[config.mk]
export PLATFORM = sky130hd
export DESIGN_NAME = base64_stream_encoder_flat
export DESIGN_NICKNAME = d
export VERILOG_FILES = /design/src/rtl/b64enc_pkg.sv /design/src/rtl/b64enc_byte_if.sv /design/src/rtl/b64enc_char_if.sv /design/src/rtl/base64_stream_encoder.sv /design/src/rtl/b64enc_front.sv /design/src/rtl/b64enc_queue.sv /design/src/rtl/b64enc_back.sv /design/src/flat_wrapper.sv
export VERILOG_INCLUDE_DIRS = /design/src /design/src/rtl
export SDC_FILE = /design/constraint.sdc
export NUM_CORES = 1
export LEC_CHECK = 0
export BUFFER_PORTS_ARGS = -buffer_cell sky130_fd_sc_hd__buf_2
export CORE_UTILIZATION = 46
export DETAILED_ROUTE_END_ITERATION = 7
export GPL_ROUTABILITY_DRIVEN = 0
export PLACE_DENSITY = 0.72
export SLEW_MARGIN = 20
export SYNTH_ARGS = -nofsm -noshare
export SYNTH_HDL_FRONTEND = slang
export SYNTH_SLANG_ARGS = --single-unit
[constraint.sdc]
create_clock -name clk_i -period 3.8 [get_ports clk_i]
set_input_delay 0.57 -clock clk_i [delete_from_list [all_inputs] [get_ports clk_i]]
set_output_delay 0.57 -clock clk_i [all_outputs]
set_load 0.05 [all_outputs]
[src/rtl/base64_stream_encoder_defines.svh]
// assertion macros for the base64 stream encoder
`ifndef BASE64_STREAM_ENCODER_DEFINES_SVH
`define BASE64_STREAM_ENCODER_DEFINES_SVH

// same-cycle implication, checked out of reset
`define B64E_ASSERT_NOW(lbl, ante, cons, msg) \
  lbl: assert property (@(posedge clk_i) disable iff (!rst_ni) (ante) |-> (cons)) \
    else $error(msg);

// next-cycle implication, checked out of reset
`define B64E_ASSERT_NEXT(lbl, ante, cons, msg) \
  lbl: assert property (@(posedge clk_i) disable iff (!rst_ni) (ante) |=> (cons)) \
    else $error(msg);

`endif

[src/rtl/b64enc_pkg.sv]
// shared types, constants and the character table of the base64 encoder
`default_nettype none

package b64enc_pkg;

  localparam int unsigned QueueDepth = 2;
  localparam int unsigned QPtrW      = (QueueDepth > 1) ? $clog2(QueueDepth) : 1;
  localparam int unsigned QCntW      = $clog2(QueueDepth + 1);

  localparam logic [7:0] PAD_CHAR    = 8'h3D;
  localparam logic [5:0] SEXTET_MASK = 6'h3F;

  // one 24-bit group with its padding count and end-of-message flag
  typedef struct packed {
    logic [23:0] bits;
    logic [1:0]  n_pad;
    logic        fin;
  } group_t;

  typedef struct packed {
    logic full;
    logic empty;
  } q_stat_t;

  function automatic logic [7:0] sextet_char(input logic [5:0] v);
    logic [7:0] w;
    logic [7:0] c;
    w = {2'b00, v & SEXTET_MASK};
    priority if (w < 8'd26) begin
      c = 8'h41 + w;
    end else if (w < 8'd52) begin
      c = 8'h61 + w - 8'd26;
    end else if (w < 8'd62) begin
      c = 8'h30 + w - 8'd52;
    end else if (w == 8'd62) begin
      c = 8'h2B;
    end else begin
      c = 8'h2F;
    end
    return c;
  endfunction

endpackage

`default_nettype wire

[src/rtl/b64enc_byte_if.sv]
// byte channel: one raw message byte per word
`default_nettype none

interface b64enc_byte_if;
  logic       valid;
  logic       ready;
  logic [7:0] data_byte;
  logic       last_byte;

  modport source (output valid, output data_byte, output last_byte, input ready);
  modport sink   (input valid, input data_byte, input last_byte, output ready);
endinterface

`default_nettype wire

[src/rtl/b64enc_char_if.sv]
// character channel: one encoded ascii character per word
`default_nettype none

interface b64enc_char_if;
  logic       valid;
  logic       ready;
  logic [7:0] out_char;
  logic       last_char;

  modport source (output valid, output out_char, output last_char, input ready);
  modport sink   (input valid, input out_char, input last_char, output ready);
endinterface

`default_nettype wire

[src/rtl/base64_stream_encoder.sv]
// top level of the base64 stream encoder
//
//   port     dir  word             payload
//   byte_i   in   one raw byte     data_byte[7:0], last_byte
//   char_o   out  one ascii char   out_char[7:0], last_char
//
// bytes are taken one per cycle while the two-group queue has room
// each group of three bytes, or a shorter final group, leaves as four words
// the character output register holds a word while the receiver stalls, and
// the back end waits with it, while the queue keeps taking groups
// reset clears the held bytes, the queue pointers and all valid flags
`default_nettype none
`include "base64_stream_encoder_defines.svh"

module base64_stream_encoder (
  input  wire          clk_i,
  input  wire          rst_ni,
  b64enc_byte_if.sink  byte_i,
  b64enc_char_if.source char_o
);
  import b64enc_pkg::*;

  group_t  front_group;
  group_t  queue_group;
  q_stat_t q_stat;
  logic    q_push;
  logic    q_pop;
  logic    byte_acc;

  assign byte_acc = byte_i.valid & byte_i.ready;

  b64enc_front u_front (
    .clk_i    (clk_i),
    .rst_ni   (rst_ni),
    .byte_i   (byte_i),
    .q_stat_i (q_stat),
    .push_o   (q_push),
    .group_o  (front_group)
  );

  b64enc_queue u_queue (
    .clk_i    (clk_i),
    .rst_ni   (rst_ni),
    .push_i   (q_push),
    .group_i  (front_group),
    .pop_i    (q_pop),
    .group_o  (queue_group),
    .q_stat_o (q_stat)
  );

  b64enc_back u_back (
    .clk_i    (clk_i),
    .rst_ni   (rst_ni),
    .group_i  (queue_group),
    .q_stat_i (q_stat),
    .pop_o    (q_pop),
    .char_o   (char_o)
  );

  `B64E_ASSERT_NOW(a_no_push_full, q_push, !q_stat.full, "group pushed into full queue")
  `B64E_ASSERT_NOW(a_last_pushes, byte_acc && byte_i.last_byte, q_push, "final byte held")
  `B64E_ASSERT_NOW(a_stall_only_full, !byte_i.ready, q_stat.full, "byte stalled with queue room")
  `B64E_ASSERT_NEXT(a_push_not_empty, q_push && !q_pop, !q_stat.empty, "queue empty after a push")

endmodule

`default_nettype wire

[src/rtl/b64enc_front.sv]
// front end: gathers bytes into groups of three, or a shorter final group, and queues them
`default_nettype none

module b64enc_front (
  input  wire                  clk_i,
  input  wire                  rst_ni,
  b64enc_byte_if.sink          byte_i,
  input  b64enc_pkg::q_stat_t  q_stat_i,
  output logic                 push_o,
  output b64enc_pkg::group_t   group_o
);
  import b64enc_pkg::*;

  logic [15:0] held_q, held_d;
  logic [1:0]  cnt_q, cnt_d;
  logic        accept;
  logic        full_group;

  assign byte_i.ready = ~q_stat_i.full;
  assign accept       = byte_i.valid & byte_i.ready;
  // a count of three cannot arise, it behaves as two
  assign full_group   = cnt_q[1];
  assign push_o       = accept & (full_group | byte_i.last_byte);

  always_comb begin
    group_o.fin = byte_i.last_byte;
    priority if (full_group) begin
      group_o.bits  = {held_q, byte_i.data_byte};
      group_o.n_pad = 2'd0;
    end else if (cnt_q == 2'd1) begin
      group_o.bits  = {held_q[7:0], byte_i.data_byte, 8'h00};
      group_o.n_pad = 2'd1;
    end else begin
      group_o.bits  = {byte_i.data_byte, 16'h0000};
      group_o.n_pad = 2'd2;
    end
  end

  always_comb begin
    held_d = held_q;
    cnt_d  = cnt_q;
    if (accept) begin
      if (push_o) begin
        held_d = '0;
        cnt_d  = '0;
      end else begin
        held_d = {held_q[7:0], byte_i.data_byte};
        cnt_d  = cnt_q + 2'd1;
      end
    end
  end

  always_ff @(posedge clk_i or negedge rst_ni) begin
    if (!rst_ni) begin
      held_q <= '0;
      cnt_q  <= '0;
    end else begin
      held_q <= held_d;
      cnt_q  <= cnt_d;
    end
  end

endmodule

`default_nettype wire

[src/rtl/b64enc_queue.sv]
// short group queue between front and back
`default_nettype none

module b64enc_queue (
  input  wire                  clk_i,
  input  wire                  rst_ni,
  input  logic                 push_i,
  input  b64enc_pkg::group_t   group_i,
  input  logic                 pop_i,
  output b64enc_pkg::group_t   group_o,
  output b64enc_pkg::q_stat_t  q_stat_o
);
  import b64enc_pkg::*;

  group_t            entry_q [QueueDepth];
  logic [QPtrW-1:0]  wr_ptr_q, wr_ptr_d;
  logic [QPtrW-1:0]  rd_ptr_q, rd_ptr_d;
  logic [QCntW-1:0]  cnt_q, cnt_d;

  assign q_stat_o.full  = (cnt_q == QCntW'(QueueDepth));
  assign q_stat_o.empty = (cnt_q == '0);
  assign group_o        = entry_q[rd_ptr_q];

  function automatic logic [QPtrW-1:0] ptr_inc(input logic [QPtrW-1:0] p);
    logic [QPtrW-1:0] r;
    if (p == QPtrW'(QueueDepth - 1)) begin
      r = '0;
    end else begin
      r = p + QPtrW'(1);
    end
    return r;
  endfunction

  always_comb begin
    wr_ptr_d = wr_ptr_q;
    rd_ptr_d = rd_ptr_q;
    cnt_d    = cnt_q;
    if (push_i) begin
      wr_ptr_d = ptr_inc(wr_ptr_q);
    end
    if (pop_i) begin
      rd_ptr_d = ptr_inc(rd_ptr_q);
    end
    unique case ({push_i, pop_i})
      2'b10:   cnt_d = cnt_q + QCntW'(1);
      2'b01:   cnt_d = cnt_q - QCntW'(1);
      default: cnt_d = cnt_q;
    endcase
  end

  always_ff @(posedge clk_i) begin
    if (push_i) begin
      entry_q[wr_ptr_q] <= group_i;
    end
  end

  always_ff @(posedge clk_i or negedge rst_ni) begin
    if (!rst_ni) begin
      wr_ptr_q <= '0;
      rd_ptr_q <= '0;
      cnt_q    <= '0;
    end else begin
      wr_ptr_q <= wr_ptr_d;
      rd_ptr_q <= rd_ptr_d;
      cnt_q    <= cnt_d;
    end
  end

endmodule

`default_nettype wire

[src/rtl/b64enc_back.sv]
// back end: turns each queued group into four characters
`default_nettype none

module b64enc_back (
  input  wire                  clk_i,
  input  wire                  rst_ni,
  input  b64enc_pkg::group_t   group_i,
  input  b64enc_pkg::q_stat_t  q_stat_i,
  output logic                 pop_o,
  b64enc_char_if.source        char_o
);
  import b64enc_pkg::*;

  group_t      cur_q, cur_d;
  logic        cur_vld_q, cur_vld_d;
  logic [1:0]  idx_q, idx_d;
  logic        out_vld_q, out_vld_d;
  logic [7:0]  char_q, char_d;
  logic        last_q, last_d;
  logic        advance;
  logic        at_end;
  logic [5:0]  sextet;
  logic [2:0]  pad_sum;

  assign advance = cur_vld_q & (~out_vld_q | char_o.ready);
  assign at_end  = (idx_q == 2'd3);
  assign pop_o   = ~q_stat_i.empty & (~cur_vld_q | (advance & at_end));

  always_comb begin
    unique case (idx_q)
      2'd0: sextet = cur_q.bits[23:18];
      2'd1: sextet = cur_q.bits[17:12];
      2'd2: sextet = cur_q.bits[11:6];
      2'd3: sextet = cur_q.bits[5:0];
    endcase
  end

  // padding covers the tail positions once position plus pad count reaches four
  assign pad_sum = {1'b0, idx_q} + {1'b0, cur_q.n_pad};

  always_comb begin
    cur_d     = cur_q;
    cur_vld_d = cur_vld_q;
    idx_d     = idx_q;
    out_vld_d = out_vld_q;
    char_d    = char_q;
    last_d    = last_q;
    if (advance) begin
      out_vld_d = 1'b1;
      char_d    = pad_sum[2] ? PAD_CHAR : sextet_char(sextet);
      last_d    = cur_q.fin & at_end;
      idx_d     = idx_q + 2'd1;
      if (at_end) begin
        cur_vld_d = 1'b0;
      end
    end else if (char_o.ready) begin
      out_vld_d = 1'b0;
    end
    if (pop_o) begin
      cur_d     = group_i;
      cur_vld_d = 1'b1;
      idx_d     = '0;
    end
  end

  always_ff @(posedge clk_i) begin
    cur_q  <= cur_d;
    char_q <= char_d;
    last_q <= last_d;
  end

  always_ff @(posedge clk_i or negedge rst_ni) begin
    if (!rst_ni) begin
      cur_vld_q <= 1'b0;
      idx_q     <= '0;
      out_vld_q <= 1'b0;
    end else begin
      cur_vld_q <= cur_vld_d;
      idx_q     <= idx_d;
      out_vld_q <= out_vld_d;
    end
  end

  assign char_o.valid     = out_vld_q;
  assign char_o.out_char  = char_q;
  assign char_o.last_char = last_q;

endmodule

`default_nettype wire
[src/flat_wrapper.sv]
// flat-port wrapper written by rule: the top's interface ports become plain ports
module base64_stream_encoder_flat import b64enc_pkg::*;
  (clk_i, rst_ni, byte_i_valid, byte_i_data_byte, byte_i_last_byte, byte_i_ready, char_o_valid, char_o_out_char, char_o_last_char, char_o_ready);
  b64enc_byte_if byte_i_i ();
  b64enc_char_if char_o_i ();
  input  wire clk_i;
  input  wire rst_ni;
  input wire logic [$bits(byte_i_i.valid)-1:0] byte_i_valid;
  input wire logic [$bits(byte_i_i.data_byte)-1:0] byte_i_data_byte;
  input wire logic [$bits(byte_i_i.last_byte)-1:0] byte_i_last_byte;
  output wire logic [$bits(byte_i_i.ready)-1:0] byte_i_ready;
  output wire logic [$bits(char_o_i.valid)-1:0] char_o_valid;
  output wire logic [$bits(char_o_i.out_char)-1:0] char_o_out_char;
  output wire logic [$bits(char_o_i.last_char)-1:0] char_o_last_char;
  input wire logic [$bits(char_o_i.ready)-1:0] char_o_ready;
  assign byte_i_i.valid = byte_i_valid;
  assign byte_i_i.data_byte = byte_i_data_byte;
  assign byte_i_i.last_byte = byte_i_last_byte;
  assign byte_i_ready = byte_i_i.ready;
  assign char_o_valid = char_o_i.valid;
  assign char_o_out_char = char_o_i.out_char;
  assign char_o_last_char = char_o_i.last_char;
  assign char_o_i.ready = char_o_ready;
  base64_stream_encoder u_core (.clk_i(clk_i), .rst_ni(rst_ni), .byte_i(byte_i_i), .char_o(char_o_i));
endmodule
==> impl_metrics.ini <==
[status]
status = finished clean

[pwr]
intPower_uw = 3640
seq_power_share = 0.374
p_per_area_nw_per_um2 = 918
pwr-share-comb = 0.326
p_sw_uw = 1780
p_leak_uw = 0.00221
total_power_uw = 5420
peakVddDrop_v = 0.000453
switching_share = 0.328
pwr-share-clk = 0.301

[drt]
wl_met2_um = 4360
firstDrtPassIters = 7
dr.first_iter.drc_count = 231
vias = 2891
detail_route.wirelength.met1_um = 3860
routed-wl-met3_um = 409
top_layer = met4
post_drt_wl_per_cell_um = 16.7
vias_per_cell = 5.54
ant_nets = 0
drc = 0
wl_um = 8720

[clocking]
cts_resized = 0
insertion_delay_ns = 0.50
hold_buffers = 0
cts.sinks = 116
cts_buffers = 17
path_clk_slew_ns = 0.06
root_buffer = clkbuf_8
cts_buffer_depth = 2
cts_tree = done
cts_htree_levels = 4
postCtsSetupBuffers = 0

[global_routing]
grt_max_degree = 44
overflow = 0
grt_pass1_vias = 2736
grt_usage = 0.167
grt_pass1_wl_um = 14000
antenna_found_initial = 0

[sta]
period_minus_slack_ns = 2.69
slew_violations = 0
worstMarginPinSlew_ns = 0.863
max_slew_margin = 0.425
hold_violations = 0
fin_ws_ns = 1.11
setup_viol = 0
fmax_mhz = 372
skew_ns = 0.00738
setup_tns_ns = 0
rsz0062_at_grt = no
fin_crit_sh = 0.708

[worst_setup_path]
required_ns = 4.04
crit_path_end_kind = flip-flop
critPathMaxFanout = 12
worst_ep_arrival_time_ns = 2.93
critical_path.cell_chain = inv_1, ha_1, mux2i_2, o21ai_0, a221oi_1, a2bb2oi_1
crit_path_top_delay_cell = mux2i_2
critPathLaunchType = flip-flop
r2r_setup_slack_ns = 1.11
worstSetupPathType = reg2reg
cp_slowest_stage_delay_ns = 0.69

[floorplanning]
die_h_um = 106
die_area_um2 = 11300
pin_count = 24
placement_rows = 37
die_x_um = 106
coreArea_um2 = 10400
start_util = 0.479

[final_layout]
finish.utilization = 0.566
antennaDiodeCount = 0
final.fill_count = 810
area_growth_pct = 18.3
drive_gt1_frac = 0.269
final_cells = 522
nets = 396

[synth]
synth_top_area_frac = 0.542
yosys_register_bits = 116
ys_warn_count = 0
synth_area_leaders = edfxtp_1, dfrtp_1, mux2_2
netlist_area_um2 = 4980
async_flop_share = 0.224
syn_nets = 362
yosys.area.top_type = edfxtp_1
synth_common_cells = edfxtp_1, nand2_1, mux2_2, dfrtp_1, o21ai_0
synth_area_per_cell_um2 = 14.7
yosysSeqAreaShare = 0.673
yosysMostFrequentCell = edfxtp_1
synth.distinct_cells = 42
synth_edf_count = 90
ys.flop_type = edfxtp_1
postSynthCellCount = 339

[run]
cap_violations = 0

[placed_design]
dp_slack_ns = 0.872
dp_hpwl_um = 5510
dp_cells = 490
port_buffers = 23

[worst_hold_path]
hold_class = in2async
[state kept, by name (all words and copies together), names as in the netlist]
name,flops
u_core.u_back.char_o.out_char,8
u_core.u_queue.cnt_q,2
u_core.u_back.cur_vld_q,1
u_core.u_front.cnt_q,2
u_core.u_front.held_q,16
u_core.u_back.idx_q,2
u_core.u_queue.rd_ptr_q,1
u_core.u_back.char_o.last_char,1
u_core.u_queue.wr_ptr_q,1
u_core.u_back.cur_q,27
u_core.u_back.char_o.valid,1
u_core.u_queue.entry_q,54
[routing by layer]
metal | track usage | vias to the layer above
met2 | 0.271 | 92
met4 | 0.0516 | 0
met1 | 0.214 | 1440
met3 | 0.0515 | 6
met5 | 0 | -
li1 | - | 1353
[metrics by stage]
step | area, µm² | hold slack [ns]
3_3_place_gp | 5270 | 0.478
2_1_floorplan | 4980 | 0.274
3_5_place_dp | 5270 | 0.492
5_1_grt | 5900 | 0.102
6_report | 5900 | 0.0801
4_1_cts | 5890 | 0.0831
[kinds of logic (layout without fill, tap and decap cells)]
kind of cell	Yosys count	in the layout	share of synthesized area
compound gates	67	67	0.103
xor+xnor	7	7	0.0123
fa+ha+maj	10	10	0.0251
buf+inv	28	75	0.0218
flops	116	116	0.673
mux	47	47	0.105
other cells	1	1	0.000752
simple gates	63	63	0.0592
[worst max-delay path: cells and delay by family (launching register included)]
family                   cells  cell delay (ns)
AO/OA/AOI/OAI                3             0.69
multiplexers                 1             0.69
adder cells (fa/ha/maj)      1             0.50
flip-flops                   1             0.42
buffers and inverters        1             0.13
[area by class of cell]
class	count	area (µm²)	share of cell area
tap	136	170	0.0289
clock buffer	26	541	0.0916
sequential	116	3350	0.569
inverter	14	52.6	0.00891
clock inverter	6	86.3	0.0146
multi-input combinational	195	1540	0.260
timing repair buffer	29	160	0.0272
[power by group through the flow]
stage | clock, µW | combinational, µW | sequential [µW]
2_1_floorplan | 0 | 1260 | 2130
6_report | 1630 | 1760 | 2020
3_5_place_dp | 0 | 1730 | 2040
3_3_place_gp | 0 | 1680 | 2030
5_1_grt | 1700 | 1920 | 2060
4_1_cts | 1650 | 1750 | 2030
[layout by cell type (no fill, tap or decap), types with 5 or more instances in the layout]
cell,synthesis,routed
xnor2_1,5,5
nor2_1,7,5
a22o_1,17,17
dfrtp_1,26,26
edfxtp_1,90,90
ha_1,10,10
mux2i_1,11,10
inv_1,13,13
buf_2,3,23
clkbuf_8,0,6
mux2_2,32,32
nand2_1,34,34
and2_1,11,11
o21ai_0,20,20
buf_4,0,6
a222oi_1,6,6
clkbuf_16,0,18
[final timing paths]
path / cells past startpoint / endpoint / startpoint
max: 6 / u_core.u_back.char_o.out_char[3]$_SDFFCE_PP1P_ / u_core.u_back.idx_q[0]$_DFFE_PN0P_
min: 1 / u_core.u_front.cnt_q[1]$_DFFE_PN0P_ / rst_ni
max in group asynchronous: 1 / u_core.u_front.held_q[13]$_DFFE_PN0P_ / rst_ni
min in group clk_i: 1 / u_core.u_queue.entry_q[0][0]$_DFFE_PP_ / byte_i_last_byte
min reg2reg: 1 / u_core.u_queue.cnt_q[1]$_DFFE_PN0P_ / u_core.u_queue.cnt_q[1]$_DFFE_PN0P_
max reg2reg: 6 / u_core.u_back.char_o.out_char[3]$_SDFFCE_PP1P_ / u_core.u_back.idx_q[0]$_DFFE_PN0P_
Power figures use the tool's default switching activity.
